[src/hw/rtl/ilff_pkg.sv]
`timescale 1ns / 1ps
`default_nettype none

package ilff_pkg;

	// Gap padding register.
	localparam int PAD_W = 22;
	localparam logic [PAD_W-1:0] PAD_LIMIT = 22'd3000000;

	// Fixed widths of the result fields.
	localparam int LANE_OUT_W = 6;
	localparam int Y_OUT_W = 7;
	localparam int EXTY_OUT_W = 6;

	// Input tuser bit positions.
	localparam int IN_USER_W = 3;
	localparam int IN_USER_CMD = 0;
	localparam int IN_USER_GT = 1;
	localparam int IN_USER_VIS = 2;

	// Output tuser bit positions.
	localparam int OUT_USER_W = 2;
	localparam int OUT_USER_DRAWN = 0;
	localparam int OUT_USER_FULL = 1;

	typedef enum logic {
		CMD_PLACE = 1'b0,
		CMD_CLEAR = 1'b1
	} cmd_e;

	typedef enum logic [1:0] {
		ST_IDLE,
		ST_SCAN,
		ST_DONE
	} state_t;

	// Start or clear request to the lane scanner.
	typedef struct packed {
		logic go;
		logic clear;
	} scan_cmd_t;

	// Scanner completion status.
	typedef struct packed {
		logic done;
		logic found;
	} scan_rsp_t;

	// Update strobes for the running extents.
	typedef struct packed {
		logic place;
		logic clear;
	} ext_ctl_t;

endpackage

`default_nettype wire

[src/hw/rtl/ilff_extents.sv]
`timescale 1ns / 1ps
`default_nettype none

module ilff_extents #(
	parameter int TIME_BITS = 48,
	parameter int Y_W = 7
) (
	input  wire logic                  clk,
	input  wire logic                  arst_n,
	input  wire ilff_pkg::ext_ctl_t    ctl,
	input  wire logic [TIME_BITS-1:0]  start_time,
	input  wire logic [TIME_BITS-1:0]  end_time,
	input  wire logic signed [Y_W-1:0] y_pos,
	output logic [TIME_BITS-1:0]       min_start,
	output logic [TIME_BITS-1:0]       max_end,
	output logic signed [Y_W-1:0]      min_y,
	output logic signed [Y_W-1:0]      max_y
);

	logic [TIME_BITS-1:0]  min_start_q;
	logic [TIME_BITS-1:0]  max_end_q;
	logic signed [Y_W-1:0] min_y_q;
	logic signed [Y_W-1:0] max_y_q;

	always_ff @(posedge clk or negedge arst_n) begin
		if (!arst_n) begin
			min_start_q <= '1;
			max_end_q <= '0;
			min_y_q <= '0;
			max_y_q <= '0;
		end else if (ctl.clear) begin
			min_start_q <= '1;
			max_end_q <= '0;
			min_y_q <= '0;
			max_y_q <= '0;
		end else if (ctl.place) begin
			if (start_time < min_start_q) begin
				min_start_q <= start_time;
			end
			if (end_time > max_end_q) begin
				max_end_q <= end_time;
			end
			if (y_pos < min_y_q) begin
				min_y_q <= y_pos;
			end
			if (y_pos > max_y_q) begin
				max_y_q <= y_pos;
			end
		end
	end

	assign min_start = min_start_q;
	assign max_end = max_end_q;
	assign min_y = min_y_q;
	assign max_y = max_y_q;

endmodule

`default_nettype wire

[config.mk]
export PLATFORM = sky130hd
export DESIGN_NAME = ilff_extents
export DESIGN_NICKNAME = d
export VERILOG_FILES = /design/src/hw/rtl/ilff_pkg.sv /design/src/hw/rtl/ilff_extents.sv
export SDC_FILE = /design/constraint.sdc
export NUM_CORES = 1
export LEC_CHECK = 0
export BUFFER_PORTS_ARGS = -buffer_cell sky130_fd_sc_hd__buf_2
export CAP_MARGIN = 20
export CELL_PAD_IN_SITES_DETAIL_PLACEMENT = 1
export CELL_PAD_IN_SITES_GLOBAL_PLACEMENT = 1
export CORE_ASPECT_RATIO = 1.2
export CORE_MARGIN = 4
export CORE_UTILIZATION = 43
export CTS_CLUSTER_DIAMETER = 100
export CTS_CLUSTER_SIZE = 16
export DETAILED_ROUTE_END_ITERATION = 8
export GPL_ROUTABILITY_DRIVEN = 0
export GPL_TIMING_DRIVEN = 0
export PLACE_DENSITY = 0.95
export RECOVER_POWER = 50
export SYNTH_ARGS = -nofsm -noshare
export SYNTH_HDL_FRONTEND = slang
export SYNTH_SLANG_ARGS = --single-unit
[constraint.sdc]
create_clock -name clk -period 5.1 [get_ports clk]
set_input_delay 0.765 -clock clk [delete_from_list [all_inputs] [get_ports clk]]
set_output_delay 0.765 -clock clk [all_outputs]
set_load 0.02 [all_outputs]
==> Yosys cells after proc, flatten, opt, wreduce, memory -nomap -nowiden <==
Index checks and enable logic that the tools add are counted.
{ "classes": {"n_lt_le_gt_ge": 4, "mux": 12, "reduce_logical": 9} }
{ "op_table": {"columns": ["op", "count"], "rows": [
  ["48-bit 2-to-1 mux", 6],
  ["48-bit greater-than comparator", 1],
  ["48-bit less-than comparator", 1],
  ["7-bit 2-to-1 mux", 6],
  ["2-bit nonzero test", 5],
  ["2-bit AND reduction", 4],
  ["7-bit greater-than comparator", 1],
  ["7-bit less-than comparator", 1]
]} }
{ "totals": {"regBits": 110, "input_bits": 107, "out_inout_bits": 110, "wordCells": 29} }

==> Longest topological paths before layout <==
{ "logic_depth": {"word_depth": 4, "depth_mapped": 11, "depth_no_buf": 9} }

==> Worst setup path after synthesis <==
OpenSTA, ideal clock, no wires.
{ "synth_path": {"path_kind": "input to register", "from": "input port end_time[30]", "to": "register max_end_q[27], in the netlist max_end[27]", "setup_ps": 79, "arrival_ps": 2727, "required_ps": 5021, "setup_slack_ps": 2294, "stages": 10, "path_buffers": 2, "path_cell_list": "ha_1 nand4_1 or3_1 nor3_2 nand3_1 o21ba_1 a21oi_2 buf_6 buf_8 mux2i_1"} }
{ "synth_between": {"elab_chain_cells": 3} }
{ "synth_lines": {"columns": ["item", "line", "text"], "rows": [
  ["start, declared", "ilff_extents.sv:12", "input wire logic [TIME_BITS-1:0] end_time,"],
  ["48-bit greater-than comparator", "ilff_extents.sv:40", "if (end_time > max_end_q) begin"],
  ["2-bit nonzero test (no source line)", null, null],
  ["2-bit AND reduction (no source line)", null, null],
  ["end signal, assigned", "ilff_extents.sv:41", "max_end_q <= end_time;"],
  ["end, declared", "ilff_extents.sv:21", "logic [TIME_BITS-1:0] max_end_q;"]
]} }
Every way passes these cells.
A chain may end at the register's enable or synchronous reset.

==> flow_metrics.py <==
metrics = {
    "synth": {
        "seq_area_frac_synth_pct": 35.9,
        "postSynthRegisterBits": 110,
        "syn-mean-instance-area_um2": 9.20,
        "number_of_instances_in_the_synthesized_netlist": 851,
        "postSynth.asyncResetShare_pct": 100,
        "synth.yosys.warnings": 0,
        "syn-num-nets": 1066,
        "count_of_flip_flops_with_a_built_in_enable_after_synthesis": 0,
        "yosys_most_used_dff": "dfrtp_1",
        "mappedNetlistArea_um2": 7830,
        "yosysUniqueCellTypes": 42,
    },
    "clock_network": {
        "number_of_instances_resized_during_post_cts_repair": 0,
        "h-tree-depth": 3,
        "cts_hold_buf": 0,
        "cts_num_sinks": 110,
        "cts.reportedPaths.clkPinSlew_ps": 70,
        "clkLatencyLatePin_ps": 360,
        "number_of_buffers_created_by_cts": 9,
        "tritoncts": "done",
        "cts_buffer_depth": 2,
        "clockRootBuffer": "clkbuf_16",
        "post_cts.repair.setup_buffers": 0,
    },
    "global_routing": {
        "grt_start_max_net_pins": 57,
        "gr_usage_total_pct": 23.7,
        "grt_ovf": 0,
        "grt_pass1_wl_um": 39600,
        "antenna_found_initial": 2,
        "first_global_vias": 7876,
    },
    "finish": {
        "layout-area-overhead-vs-synth_pct": 20.3,
        "post-route-cell-area_um2": 9420,
        "final_nets": 1293,
        "finish.cell_count_without_fillers": 1304,
        "layout-drive-gt1-share_pct": 21.4,
        "filler_cell_count": 2177,
    },
    "timing": {
        "setup_violations": 0,
        "setup_repair_after_global_routing_missed_its_margin": "no",
        "maxSlewViolCount": 55,
        "final.period_utilization_pct": 66.8,
        "worst_clock_skew_ps": 14.6,
        "fin_tns_setup_ps": 0,
        "fin_hold_ws_ps": 533,
        "final.setup.worst_slack_ps": 1690,
        "hold_viol": 0,
        "achievable-frequency_ghz": 0.294,
        "min_cycle_time_layout_ps": 3410,
        "max_slew_margin_pct": -122,
        "tightest_slew_ps": 3330,
    },
    "hold_path": {
        "worst_hold_path_type": "register to register",
    },
    "floorplanning": {
        "start_util_pct": 44.2,
        "dieArea_um2": 20400,
        "floorplan.die.height_um": 156,
        "area_of_the_core_um2": 17700,
        "die_w_um": 131,
        "core.rowCount": 53,
        "count_of_pins_on_the_block_boundary": 217,
    },
    "pwr": {
        "power.share.clock_pct": 29.0,
        "power_density_nw_per_um2": 260,
        "net-switching-power_uw": 822,
        "worst_vdd_ir_v": 0.000141,
        "static-leakage-power_uw": 0.00476,
        "share_comb_of_total_power_pct": 29.3,
        "p_seq_share_pct": 41.8,
        "internal_power_uw": 1630,
        "swShare_pct": 33.5,
    },
    "setup_path": {
        "crit_family": "buffers and inverters",
        "timing.critical_path.buf_inv": 1,
        "path_max_fanout": 55,
        "max_stage_delay_on_crit_path_ps": 2300,
        "worst_setup_path_start_kind": "input port",
        "worst-setup-path-type": "input port to asynchronous set/reset pin",
        "worst_ep_arrival_time_ps": 3120,
        "timing.critical_path.cells": "clkbuf_1",
        "slowest_stage": "clkbuf_1",
        "worst-endpoint-required_ps": 4810,
        "worst_setup_path_end_kind": "asynchronous set/reset pin",
    },
    "run": {
        "drv_cap": 1,
    },
    "drt": {
        "dr.pass1.iters": 4,
        "routed-via-count": 7000,
        "route.detailed.drc": 0,
        "avgViaCountPerCell": 5.37,
        "wl_per_cell_um": 18.3,
        "dr.first_iter.drc_count": 271,
        "antenna_left": 0,
        "routed_wl_um": 23900,
    },
    "outcome": {
        "failed_checks": "max-capacitance violations, max-slew violations",
        "status": "finished, violations left",
    },
    "placed_design": {
        "detailedPlacementHpwl_um": 19200,
        "placed_cell_area_um2": 9220,
        "place_inst": 1287,
        "port_buffers": 215,
        "place_ws_ps": 1690,
    },
}
==> stage by stage <==
| step | total power (µW) | util [%] |
|---|---|---|
| 3_3_place_gp | 1710 | 51.9 |
| 4_1_cts | 2490 | 53.6 |
| 6_report | 2450 | 53.2 |
| 2_1_floorplan | 1480 | - |
| 3_5_place_dp | 1760 | 52.0 |
| 5_1_grt | 2610 | 53.2 |
==> final timing paths <==
kind                       cells past startpoint                         to  slack, ps                 startpoint
hold / removal                                 2   min_start[2]$_DFFE_PN1P_        530   min_start[2]$_DFFE_PN1P_
setup reg to reg                              11  min_start[36]$_DFFE_PN1P_       2060  min_start[41]$_DFFE_PN1P_
hold reg to reg                                2   min_start[2]$_DFFE_PN1P_        530   min_start[2]$_DFFE_PN1P_
setup / recovery                               1       max_y[4]$_DFFE_PN0P_       1690                     arst_n
max in group clk                              11  min_start[36]$_DFFE_PN1P_       2060  min_start[41]$_DFFE_PN1P_
min in group asynchronous                      1    max_end[39]$_DFFE_PN0P_       1510                     arst_n
==> metal layers <==
| layer | track usage [%] | routed length (µm) | vias to the layer above |
|---|---|---|---|
| met5 | 0 | 13 | - |
| met4 | 11.0 | 960 | 2 |
| met3 | 5.42 | 1350 | 75 |
| met2 | 44.3 | 12400 | 210 |
| met1 | 25.6 | 9120 | 3427 |
| li1 | - | - | 3286 |
==> logic make-up (layout without fill, tap and decap cells) <==
kind of cell	count (synthesis)	after routing	synth area share, %
DFF	110	110	35.9
and+or+nand+nor	294	294	18.6
adders and majority gates	108	108	17.3
buffers and inverters	142	374	7.46
muxes	110	110	14.1
other	0	1	0
AOI/OAI and AO/OA	87	87	6.68
==> power by group through the flow <==
stage	Combinational, µW	Sequential, µW	Clock (µW)
floorplan	369	1110	0
global placement	682	1030	0
detailed placement	728	1040	0
CTS	735	1020	734
global route	801	1030	769
finish	717	1020	710
==> synth_stat cells, types with 2 or more instances <==
master	number	area share [%]
o211ai_1	3	0.29
nor3_1	5	0.32
nand3_1	10	0.64
dfstp_2	48	16
dfrtp_1	62	20
clkbuf_1	23	1.1
mux2i_1	110	14
buf_2	2	0.13
nor4_1	6	0.48
a211oi_1	5	0.48
a21oi_1	39	2.5
a21o_1	9	0.86
nand4_1	15	1.2
ha_1	108	17
buf_4	5	0.48
nand2b_1	99	7.9
a221oi_1	2	0.22
o21ai_1	3	0.19
buf_8	2	0.38
nor2b_1	4	0.32
inv_1	109	5.2
o21ai_0	14	0.89
nand2_1	28	1.3
nor2_1	121	5.8
a211o_1	2	0.22
==> sequential cells by signal (all words and copies together), names as in the netlist <==
name	count
min_y	7
min_start	48
max_end	48
max_y	7
==> layout make-up <==
cell class / count / area [µm²] / area share (%)
diodes: 1 / 2.50 / 0.0266
well taps: 220 / 275 / 2.92
inverters: 109 / 409 / 4.34
clock buffers: 14 / 244 / 2.59
multi-input cells: 599 / 4430 / 47.1
plain buffers: 33 / 175 / 1.86
repair buffers: 216 / 1030 / 11.0
clock inverters: 2 / 35.0 / 0.372
flip-flops and latches: 110 / 2810 / 29.9
==> worst reg2reg max path, cell delays in order (launching register included) <==
cell and delay [ps]:
dfstp_2 550, inv_1 40, ha_1 290, a21o_1 180, a21o_1 180, a211oi_1 260, o31ai_1 150, a31o_2 240
a21oi_1 290, buf_4 300, buf_4 260, mux2i_1 240
==> cell usage in the layout (no fill, tap or decap), drive strengths merged, types with 9 or more instances in the layout <==
master  instances
o21ai          17
dfstp          48
a21oi          40
a21o            9
buf           170
nand2b         99
nand2          28
nor2          121
mux2i         110
clkbuf         93
dfrtp          62
ha            108
inv           109
nand4          15
nand3          10
(Power assumes the default switching activity.)
