--- src/hw/rtl/ilff_pkg.sv ---
`timescale 1ns / 1ps
`default_nettype none

package ilff_pkg;

	// Gap padding register.
	localparam int PAD_W = 22;
	localparam logic [PAD_W-1:0] PAD_LIMIT = 22'd3000000;

	// Fixed widths of the result fields.
	localparam int LANE_OUT_W = 6;
	localparam int Y_OUT_W = 7;
	localparam int EXTY_OUT_W = 6;

	// Input tuser bit positions.
	localparam int IN_USER_W = 3;
	localparam int IN_USER_CMD = 0;
	localparam int IN_USER_GT = 1;
	localparam int IN_USER_VIS = 2;

	// Output tuser bit positions.
	localparam int OUT_USER_W = 2;
	localparam int OUT_USER_DRAWN = 0;
	localparam int OUT_USER_FULL = 1;

	typedef enum logic {
		CMD_PLACE = 1'b0,
		CMD_CLEAR = 1'b1
	} cmd_e;

	typedef enum logic [1:0] {
		ST_IDLE,
		ST_SCAN,
		ST_DONE
	} state_t;

	// Start or clear request to the lane scanner.
	typedef struct packed {
		logic go;
		logic clear;
	} scan_cmd_t;

	// Scanner completion status.
	typedef struct packed {
		logic done;
		logic found;
	} scan_rsp_t;

	// Update strobes for the running extents.
	typedef struct packed {
		logic place;
		logic clear;
	} ext_ctl_t;

endpackage

`default_nettype wire

--- src/hw/rtl/ilff_scan.sv ---
`timescale 1ns / 1ps
`default_nettype none

module ilff_scan #(
	parameter int LANES = 64,
	parameter int TIME_BITS = 48
) (
	input  wire logic                       clk,
	input  wire logic                       arst_n,
	input  wire ilff_pkg::scan_cmd_t        cmd,
	input  wire logic                       sel_gt,
	input  wire logic [TIME_BITS-1:0]       start_time,
	input  wire logic [TIME_BITS-1:0]       end_time,
	input  wire logic [ilff_pkg::PAD_W-1:0] pad,
	output ilff_pkg::scan_rsp_t             rsp,
	output logic [$clog2(LANES)-1:0]        lane_idx,
	output logic                            rd_en,
	output logic [$clog2(LANES):0]          rd_addr,
	input  wire logic [TIME_BITS-1:0]       rd_data,
	output logic                            wr_en,
	output logic [$clog2(LANES):0]          wr_addr,
	output logic [TIME_BITS-1:0]            wr_data
);

	localparam int LANE_W = $clog2(LANES);
	localparam int SUM_W = ((TIME_BITS > ilff_pkg::PAD_W) ? TIME_BITS : ilff_pkg::PAD_W) + 1;
	localparam logic [LANE_W-1:0] LAST_LANE = LANE_W'(LANES - 1);

	logic              issue_vld_q;
	logic [LANE_W-1:0] issue_idx_q;
	logic              chk_vld_s1;
	logic [LANE_W-1:0] chk_idx_s1;
	logic              chk_inuse_s1;
	logic [2**(LANE_W+1)-1:0] in_use_q;

	logic [SUM_W-1:0] gap_sum;
	logic             lane_free;
	logic             done;

	// Last end plus padding, wide enough that it never wraps.
	assign gap_sum = SUM_W'(rd_data) + SUM_W'(pad);
	assign lane_free = chk_vld_s1 && (!chk_inuse_s1 || (gap_sum < SUM_W'(start_time)));
	assign done = chk_vld_s1 && (lane_free || (chk_idx_s1 == LAST_LANE));

	assign rsp.done = done;
	assign rsp.found = lane_free;
	assign lane_idx = chk_idx_s1;

	assign rd_en = issue_vld_q;
	assign rd_addr = {sel_gt, issue_idx_q};
	assign wr_en = lane_free;
	assign wr_addr = {sel_gt, chk_idx_s1};
	assign wr_data = end_time;

	always_ff @(posedge clk or negedge arst_n) begin
		if (!arst_n) begin
			issue_vld_q <= 1'b0;
			issue_idx_q <= '0;
			chk_vld_s1 <= 1'b0;
			chk_idx_s1 <= '0;
			chk_inuse_s1 <= 1'b0;
		end else if (cmd.go) begin
			issue_vld_q <= 1'b1;
			issue_idx_q <= '0;
			chk_vld_s1 <= 1'b0;
		end else if (done) begin
			issue_vld_q <= 1'b0;
			chk_vld_s1 <= 1'b0;
		end else begin
			chk_vld_s1 <= issue_vld_q;
			if (issue_vld_q) begin
				chk_idx_s1 <= issue_idx_q;
				chk_inuse_s1 <= in_use_q[rd_addr];
				issue_idx_q <= issue_idx_q + 1'b1;
				if (issue_idx_q == LAST_LANE) begin
					issue_vld_q <= 1'b0;
				end
			end
		end
	end

	always_ff @(posedge clk or negedge arst_n) begin
		if (!arst_n) begin
			in_use_q <= '0;
		end else if (cmd.clear) begin
			in_use_q <= '0;
		end else if (lane_free) begin
			in_use_q[wr_addr] <= 1'b1;
		end
	end

endmodule

`default_nettype wire

--- config.mk ---
export PLATFORM = sky130hd
export DESIGN_NAME = ilff_scan
export DESIGN_NICKNAME = d
export VERILOG_FILES = /design/src/hw/rtl/ilff_pkg.sv /design/src/hw/rtl/ilff_scan.sv
export SDC_FILE = /design/constraint.sdc
export NUM_CORES = 1
export LEC_CHECK = 0
export ABC_CLOCK_PERIOD_IN_PS = 4400
export BUFFER_PORTS_ARGS = -buffer_cell sky130_fd_sc_hd__clkbuf_2
export CAP_MARGIN = 20
export CORE_AREA = 2 2 224 116
export DETAILED_ROUTE_END_ITERATION = 6
export DIE_AREA = 0 0 226 118
export SLEW_MARGIN = 20
export SYNTH_ARGS = -nofsm -noshare
export SYNTH_HDL_FRONTEND = slang
export SYNTH_SLANG_ARGS = --single-unit
--- constraint.sdc ---
create_clock -name clk -period 4.4 [get_ports clk]
set_input_delay 0 -clock clk [delete_from_list [all_inputs] [get_ports clk]]
set_output_delay 0 -clock clk [all_outputs]
set_load 0.01 [all_outputs]
Word-level counts from Yosys, hierarchy flattened:

Index checks and enable logic that the tools add are counted.
Widths: inputs -> output; s select.

* $add $sub $neg: 2
* multipliers: 0
* divide/modulo/power cells: 0
* $lt $le $gt $ge: 4
* equality and inequality tests: 3
* shifts and indexed selects: 0
* muxes and demuxes: 15
* bitwise operators: 3
* reduce and logical (&&, ||, !) cells: 10

Operators by type and width (count)
* $mux 128: 2
* $or 128x128->128: 1
* $add 48x22->49: 1
* $lt 49x48->1: 1
* $mux 6: 3
* $lt 7x8->1 const B: 2
* $eq 6x6->1 const B: 2
* $mux 1: 8
* $bmux 1 s7: 1
* $demux 1 s7: 1
* $ge 7x1->1 const B: 1
* $add 6x1->6 const B: 1
* $reduce_bool 2->1: 2
* $logic_and 1x1->1: 3
* $reduce_and 3->1: 1
* $logic_or 1x1->1: 2
* $ne 2x2->1 const B: 1
* $not 1->1: 2
* $reduce_and 2->1: 1
* $logic_not 1->1: 1

* register bits: 143
* bits in latches: 0
* bits in writable memories: 0
* bits in read-only memories: 0
* output and inout port bits: 72
* memories: 0

Depth between registers and ports, before layout:

Gate-level depths: netlist of the first run.

* depth after elaboration: 8
* gate-level depth with buffers: 22

Least setup slack after synthesis of the first run:

OpenSTA, ideal clock, no wires.

* path kind: input -> register
* start point: input port pad[0] (netlist bit)
* end point: register in_use_q[40]
* arrival: 4261 ps
* required time: 4322 ps
* slack: 61 ps
* cell stages on the path: 21
* path buffers: 1
* path through: ha_1 -> fa_1 -> a211oi_1 -> o21ai_1 -> a211oi_2 -> nand4b_1 -> a22oi_1 -> nor4_1 -> nand3_1 -> xnor2_1 -> ha_1 -> a211oi_1 -> o22ai_1 -> a2111oi_0 -> nand4_1 -> inv_1 -> o21ai_1 -> a21boi_2 -> o21ai_1 -> buf_2 -> o2bb2ai_1

* word-level cells in the longest chain between the ends: 5

Ends and longest elaborated chain
* from (decl): RTL line ilff_scan.sv:14 `input wire logic [ilff_pkg::PAD_W-1:0] pad,`
* $add 48x22->49: RTL line ilff_scan.sv:41 `assign gap_sum = SUM_W'(rd_data) + SUM_W'(pad);`
* $lt 49x48->1: RTL line ilff_scan.sv:42 `assign lane_free = chk_vld_s1 && (!chk_inuse_s1 || (gap_sum < SUM_W'(start_time)));`
* $logic_or 1x1->1: RTL line ilff_scan.sv:42
* $logic_and 1x1->1: RTL line ilff_scan.sv:42
* $reduce_bool 2->1 (no line)
* to (signal assigned): RTL line ilff_scan.sv:84 `in_use_q <= '0;`
* to (signal assigned): RTL line ilff_scan.sv:86 `in_use_q <= '0;`
* to (signal, indexed assignment): RTL line ilff_scan.sv:88 `in_use_q[wr_addr] <= 1'b1;`
* to (decl): RTL line ilff_scan.sv:34 `logic [2**(LANE_W+1)-1:0] in_use_q;`

No other way between the ends.
A chain may end at the register's enable or synchronous reset.

==> results of run 1 <==
-- worst max-delay path, delay by kind of cell --
kind                       cells  cell delay [ns]
xor gates and xnor gates       1             0.14
buffers and inverters         15             1.79
AOI/OAI and AO/OA              5             0.77
and+or+nand+nor                5             1.02
adders and majority gates      2             0.68
-- routing by layer --
| metal | up-vias | track usage | routed length (um) | part of all wire |
|---|---|---|---|---|
| met5 | - | 0 | 0 | 0 |
| met2 | 371 | 0.273 | 12900 | 0.39 |
| li1 | 3871 | - | - | - |
| met1 | 4213 | 0.376 | 16500 | 0.50 |
| met4 | 0 | 0.0464 | 459 | 0.014 |
| met3 | 44 | 0.0771 | 3060 | 0.093 |
-- metrics by stage --
stage / setup WS [ns] / cells / utilization
finish: -0.00312 / 1491 / 0.553
global route: -0.172 / 1491 / 0.553
CTS: 0.000156 / 1472 / 0.483
detailed placement: -0.722 / 1423 / 0.449
global placement: -0.727 / 1423 / 0.449
floorplan: 0.0609 / 942 / -
-- registers in the layout, summed over array words and instances (netlist names) --
register and count:
chk_vld_s1 1, rd_en 1, chk_inuse_s1 1, lane_idx 6, in_use_q 128, issue_idx_q 6
-- final timing paths --
kind | cells past startpoint | slack, ns | to | startpoint
max | 28 | -0.003 | rsp[1] | rd_data[2]
min | 0 | 0.000003 | wr_data[12] | end_time[12]
min in group asynchronous | 2 | 0.04 | rd_en | arst_n
max reg2reg | 8 | 1.35 | chk_inuse_s1 | issue_idx_q[0]
min reg2reg | 1 | 0.49 | in_use_q[107] | in_use_q[107]
max in group asynchronous | 3 | 3.52 | in_use_q[105] | arst_n
-- power by group through the flow --
stage / combinational, mW / sequential (mW) / clock, mW
2_1_floorplan: 0.824 / 1.41 / 0
3_3_place_gp: 1.22 / 1.51 / 0
3_5_place_dp: 1.23 / 1.51 / 0
4_1_cts: 1.29 / 1.49 / 1.53
5_1_grt: 1.70 / 1.51 / 1.58
6_report: 1.59 / 1.50 / 1.53
-- cell type report --
cell class                 count  area [um^2]  share of cell area
inverter                      60          226              0.0166
antenna                        1         2.50            0.000183
timing repair buffer         280         2060               0.151
tap                          344          430              0.0315
clock inverter                11          136             0.00999
clock buffer                  21          480              0.0352
multi-input combinational    631         6730               0.493
sequential                   143         3580               0.262
-- cell usage in the layout, fill, tap and decap left out, types with 33 or more instances in the layout --
cell type  instances
nand3_1           36
nand2_1           58
a21oi_1           33
mux4_2            34
dfrtp_1          142
buf_4            104
o2bb2ai_2         87
ha_1              69
clkbuf_2         140
inv_1             59
o2bb2ai_4         37
-- cell families after synthesis --
kind of cell | Yosys count | synth area share
and+or+nand+nor | 207 | 0.114
adders and majority gates | 71 | 0.0919
xor gates and xnor gates | 42 | 0.0377
DFF | 143 | 0.367
AOI/OAI and AO/OA | 264 | 0.207
muxes | 47 | 0.0931
buffers and inverters | 168 | 0.0892
-- repair_timing --
action	CTS	global route
gates resized for setup	19	208
endpoints found under the setup margin	146	145
buffers inserted	15	6
cloned	0	12
hold buffers	2	0
endpoints found under the hold margin	108	0
pin swaps	15	119
==> out/results.tsv, run 1 <==
stage	metric	value	unit
synthesis	ys_async_sr_fraction	1.00	
sta	drv_slew	0	
sta	fin_ws	-0.00312	ns
cells_and_area	final_layout_size_suffix_gt1_frac	0.451	
setup_path	cpMostUsedCell	buf_4	
synthesis	synth_top_cells_by_area	dfrtp_1 37%, o2bb2ai_1 12%, ha_1 9.0%, mux4_2 7.9%, buf_4 4.5%	
routing	via_count	8499	
cts	clk_path_buf_depth	2	
synthesis	avgSynthCellArea	10.3	um^2
floorplan	coreArea	0.0247	mm^2
setup_path	critPathCaptureType	output port	
synthesis	synth_common_cells	143 x dfrtp_1, 128 x o2bb2ai_1, 70 x ha_1, 60 x inv_1	
setup_path	start_kind	input port	
setup_path	critPathRequiredTime	4.40	ns
sta	tightestPinTransition	1.19	ns
cts	cts_num_sinks	143	
synthesis	yosys_most_used_dff	dfrtp_1	
routing	drt_iter0_drc	942	
cts	cts_max_level	4	
sta	skew	0.0105	ns
global_route	first_global_vias	7938	
global_route	grt_pass1_wl	46600	um
floorplan	ios	243	
setup_path	worst-setup-path-type	in -> out	
sta	hold_viol_final	0	
routing	postRouteAntennaNets	0	
power_and_ir_drop	p_total	4.62	mW
cells_and_area	layout.nets	1375	
cells_and_area	area_delta_synth_final	40.1	%
sta	slew_headroom	0.209	
power_and_ir_drop	pwr-share-comb	0.345	
cts	cts_buffers	17	
global_route	antenna_found_initial	1	
routing	routedWlPerCell	22.1	um
synthesis	synth_edf_count	0	
cts	insertion_delay	0.43	ns
power_and_ir_drop	p_switching	1.59	mW
cells_and_area	finish.instance_area	0.0137	mm^2
synthesis	syn_inst	942	
setup_path	slowest_delay	0.56	ns
power_and_ir_drop	p_int	3.03	mW
setup_path	crit_arrival	4.40	ns
sta	period_minus_slack	4.40	ns
power_and_ir_drop	clkPwrFrac	0.331	
synthesis	yosysMostFrequentCell	dfrtp_1	
routing	vias_per_cell	5.70	
place	io_buffers	146	
synthesis	ys_warn_count	0	
place	dpl_cell_area	0.0111	mm^2
synthesis	synth_top_area_frac	0.367	
floorplan	die_area	0.0267	mm^2
floorplan	start_util	0.395	
cts	cts_tree	done	
routing	drt_wl_total	33000	um
power_and_ir_drop	power.leakage	6.06	nW
routing	drtPass1Iterations	7	
flow_run	cap_violations	0	
floorplan	die_w	226	um
setup_path	crit_fanout	4	
global_route	grt_max_degree	107	
status	violations	setup timing	
synthesis	ys_seq_area_frac	0.367	
power_and_ir_drop	power_density	339	mW/mm^2
sta	rsz0062_at_grt	yes	
place	place.gp.congestion	0.899	
synthesis	netlist_area	0.00975	mm^2
power_and_ir_drop	max-vdd-ir-drop	0.322	mV
power_and_ir_drop	p_seq_frac	0.324	
sta	setup_viol	1	
synthesis	synth_area_leader_cell	dfrtp_1	
floorplan	die_h	118	um
synthesis	synth_cell_types	62	
floorplan	rows	41	
power_and_ir_drop	swShare	0.343	
sta	fmax	227	MHz
synthesis	ys_ff_latch	143	
global_route	gr-total-overflow	0	
synthesis	syn_nets	1184	
cts	cts-root-buf	clkbuf_16	
routing	drc	0	
sta	min_period_over_period	1.00	
place	hpwlAfterDp	22100	um
status	status	complete, but fails checks	
cells_and_area	nFillCells	2021	
setup_path	cp_slowest_cell	or4_4	
sta	tns	-0.00312	ns
global_route	grt_util_all_layers	0.228	
sta	whs	0.00000330	ns
min_path	hp-class	in -> out	
No activity file was read; power rests on OpenSTA's default activity.
==> inputs of run 2 (changes only) <==
- PLACE_DENSITY: default -> 0.66
- SLEW_MARGIN: 20 -> 40
==> out/results.tsv, run 2 (same netlist as run 1, synthesis figures left out) <==
stage	metric	value	unit	change
sta	period_minus_slack	4.44	ns	+0.0388 ns
sta	fin_ws	-0.0419	ns	-0.0388 ns
global_route	grt_max_degree	115		+7.5%
place	dp_cells	1413		-0.70%
setup_path	critPathRequiredTime	4.75	ns	+0.35 ns
status	violations	hold timing, setup timing		
setup_path	cp.depth	29		+3.6%
power_and_ir_drop	power.leakage	5.97	nW	-1.5%
cells_and_area	max_flop_register	in_use_q		
cts	clkTransAtPathRegs	0.06	ns	
sta	setup_viol	31		+30
floorplan	coreArea	0.0247	mm^2	unchanged
sta	drv_slew	0		unchanged
floorplan	die_w	226	um	unchanged
sta	min_period_over_period	1.01		+0.00882
cts	clk_path_buf_depth	2		unchanged
routing	via_count	8473		-0.31%
routing	routedWlPerCell	21.4	um	-3.4%
setup_path	slowest_delay	0.39	ns	-0.17 ns
flow_run	cap_violations	0		unchanged
sta	skew	0.00885	ns	-0.00168 ns
setup_path	crit_fanout	8		+4
global_route	use_met1	0.347		-0.0290
sta	whs	-0.00424	ns	-0.00424 ns
cells_and_area	final_cells	1486		-0.34%
floorplan	ios	243		unchanged
cells_and_area	area_delta_synth_final	37.5	%	
global_route	gr-total-overflow	0		unchanged
cts	cts_max_level	4		unchanged
cts	cts_num_sinks	143		unchanged
sta	hold_viol_final	7		+7
setup_path	cpMostUsedCell	buf_4		
cells_and_area	antenna_cells_inserted	0		-1
sta	tightestPinTransition	1.36	ns	+0.168 ns
place	io_buffers	146		unchanged
power_and_ir_drop	power_density	336	mW/mm^2	-0.81%
global_route	grt_util_all_layers	0.218		-0.00943
global_route	first_global_vias	7829		-1.4%
place	hpwlAfterDp	21100	um	-4.4%
cells_and_area	final_cell_mix	142 x dfrtp_1, 140 x clkbuf_2, 103 x buf_4		
setup_path	crit_start	rd_data[0]		
setup_path	start_kind	input port		
place	place.gp.congestion	0.882		-1.9%
setup_path	cp_top_family	compound AO/OA/AOI/OAI gates		
setup_path	reg2reg_depth	8		unchanged
power_and_ir_drop	max-vdd-ir-drop	0.358	mV	+11%
cells_and_area	final_util	0.543		-0.0101
setup_path	r2r_start	issue_idx_q[0]		
floorplan	start_util	0.395		unchanged
routing	postRouteAntennaNets	0		unchanged
global_route	use_met2	0.273		+0.000577
global_route	gr-max-usage-layer	met1		
cts	cts_tree	done		
routing	drtPass1Iterations	7		unchanged
setup_path	crit_arrival	4.79	ns	+0.39 ns
cts	cts_buffers	17		unchanged
sta	fmax	225	MHz	-0.87%
cts	cts-root-buf	clkbuf_16		
routing	vias_per_cell	5.70		about the same
floorplan	die_h	118	um	unchanged
sta	slew_headroom	0.0965		-0.112
global_route	grt_pass1_wl	44700	um	-4.1%
cells_and_area	final_layout_size_suffix_gt1_frac	0.434		-0.0168
cells_and_area	largest_reg_flops	128		unchanged
global_route	antenna_found_initial	1		unchanged
setup_path	r2r-end	chk_inuse_s1		
setup_path	crit_path_end	in_use_q[26]		
setup_path	worst-path-buf-inv	10		-5
floorplan	rows	41		unchanged
setup_path	reg2reg_setup_slack	1.47	ns	+0.12 ns
routing	drt_wl_total	31700	um	-3.7%
routing	drt_iter0_drc	735		-22%
global_route	grtUsageMet3	0.0794		+0.00225
floorplan	die_area	0.0267	mm^2	unchanged
routing	drc	0		unchanged
status	status	complete, but fails checks		
setup_path	worst-setup-path-type	in -> reg		
cts	insertion_delay	0.44	ns	about the same
cells_and_area	layout.nets	1372		-0.22%
setup_path	critPathCaptureType	register		
sta	rsz0062_at_grt	yes		
min_path	hp-class	in -> async		
setup_path	cp_slowest_cell	fa_2		
cells_and_area	final_common_cell	dfrtp_1		
run 2: how the worst min path moves through the flow:
stage	to	slack, ns
4_1_cts	wr_data[26]	0.00007
3_3_place_gp	wr_data[26]	0.00007
3_5_place_dp	wr_data[26]	0.00007
5_1_grt	wr_data[0]	0.00002
2_1_floorplan	chk_inuse_s1	-0.30
6_report	in_use_q[14]	-0.004
run 2: power by group:
group	internal, mW	switching [mW]	leakage [nW]
logic	0.764	0.871	3.72
registers	1.35	0.128	1.99
clock network	0.832	0.557	0.266
total	2.94	1.56	5.97
run 2: worst register-to-register path, delay by kind of cell (launching register included):
family                 cells  cell delay, ns
AO/OA/AOI/OAI              4            0.80
AND/OR/NAND/NOR            1            0.10
buffers and inverters      1            0.41
multiplexers               2            0.65
flip-flops                 1            0.83
run 2: cell type report:
class,instances,area (um^2)
fill,2075,11300
clock inverter,5,55.1
inverter,60,226
timing repair buffer,277,2020
clock buffer,26,499
multi-input combinational,631,6590
tap,344,430
sequential,143,3580
run 2: metal layers:
metal,vias to the layer above,part of all wire
met5,-,0
met4,0,0.011
met3,36,0.10
met2,332,0.40
met1,4239,0.49
li1,3866,-
run 2: metrics by stage:
step | instance area, um^2 | TNS [ns] | power [mW] | setup WS (ns) | hold WS [ns]
after floorplan | 9750 | 0 | 2.24 | 0.0609 | -0.296
after global placement | 11000 | -67.03 | 2.70 | -0.521 | 0.0000686
after detailed placement | 11000 | -71.03 | 2.71 | -0.568 | 0.0000686
after CTS | 11700 | 0 | 4.14 | 0.00248 | 0.0000686
after global routing | 13400 | -23.54 | 4.70 | -0.250 | 0.0000151
final | 13400 | -0.553 | 4.50 | -0.0419 | -0.00424
run 2: repair_timing:
item	CTS	global route
setup endpoints to repair	128	145
pin swaps	4	29
buffers inserted	16	13
hold endpoints to repair	104	0
cloned	0	11
resized for setup	6	202
hold buffers	2	0
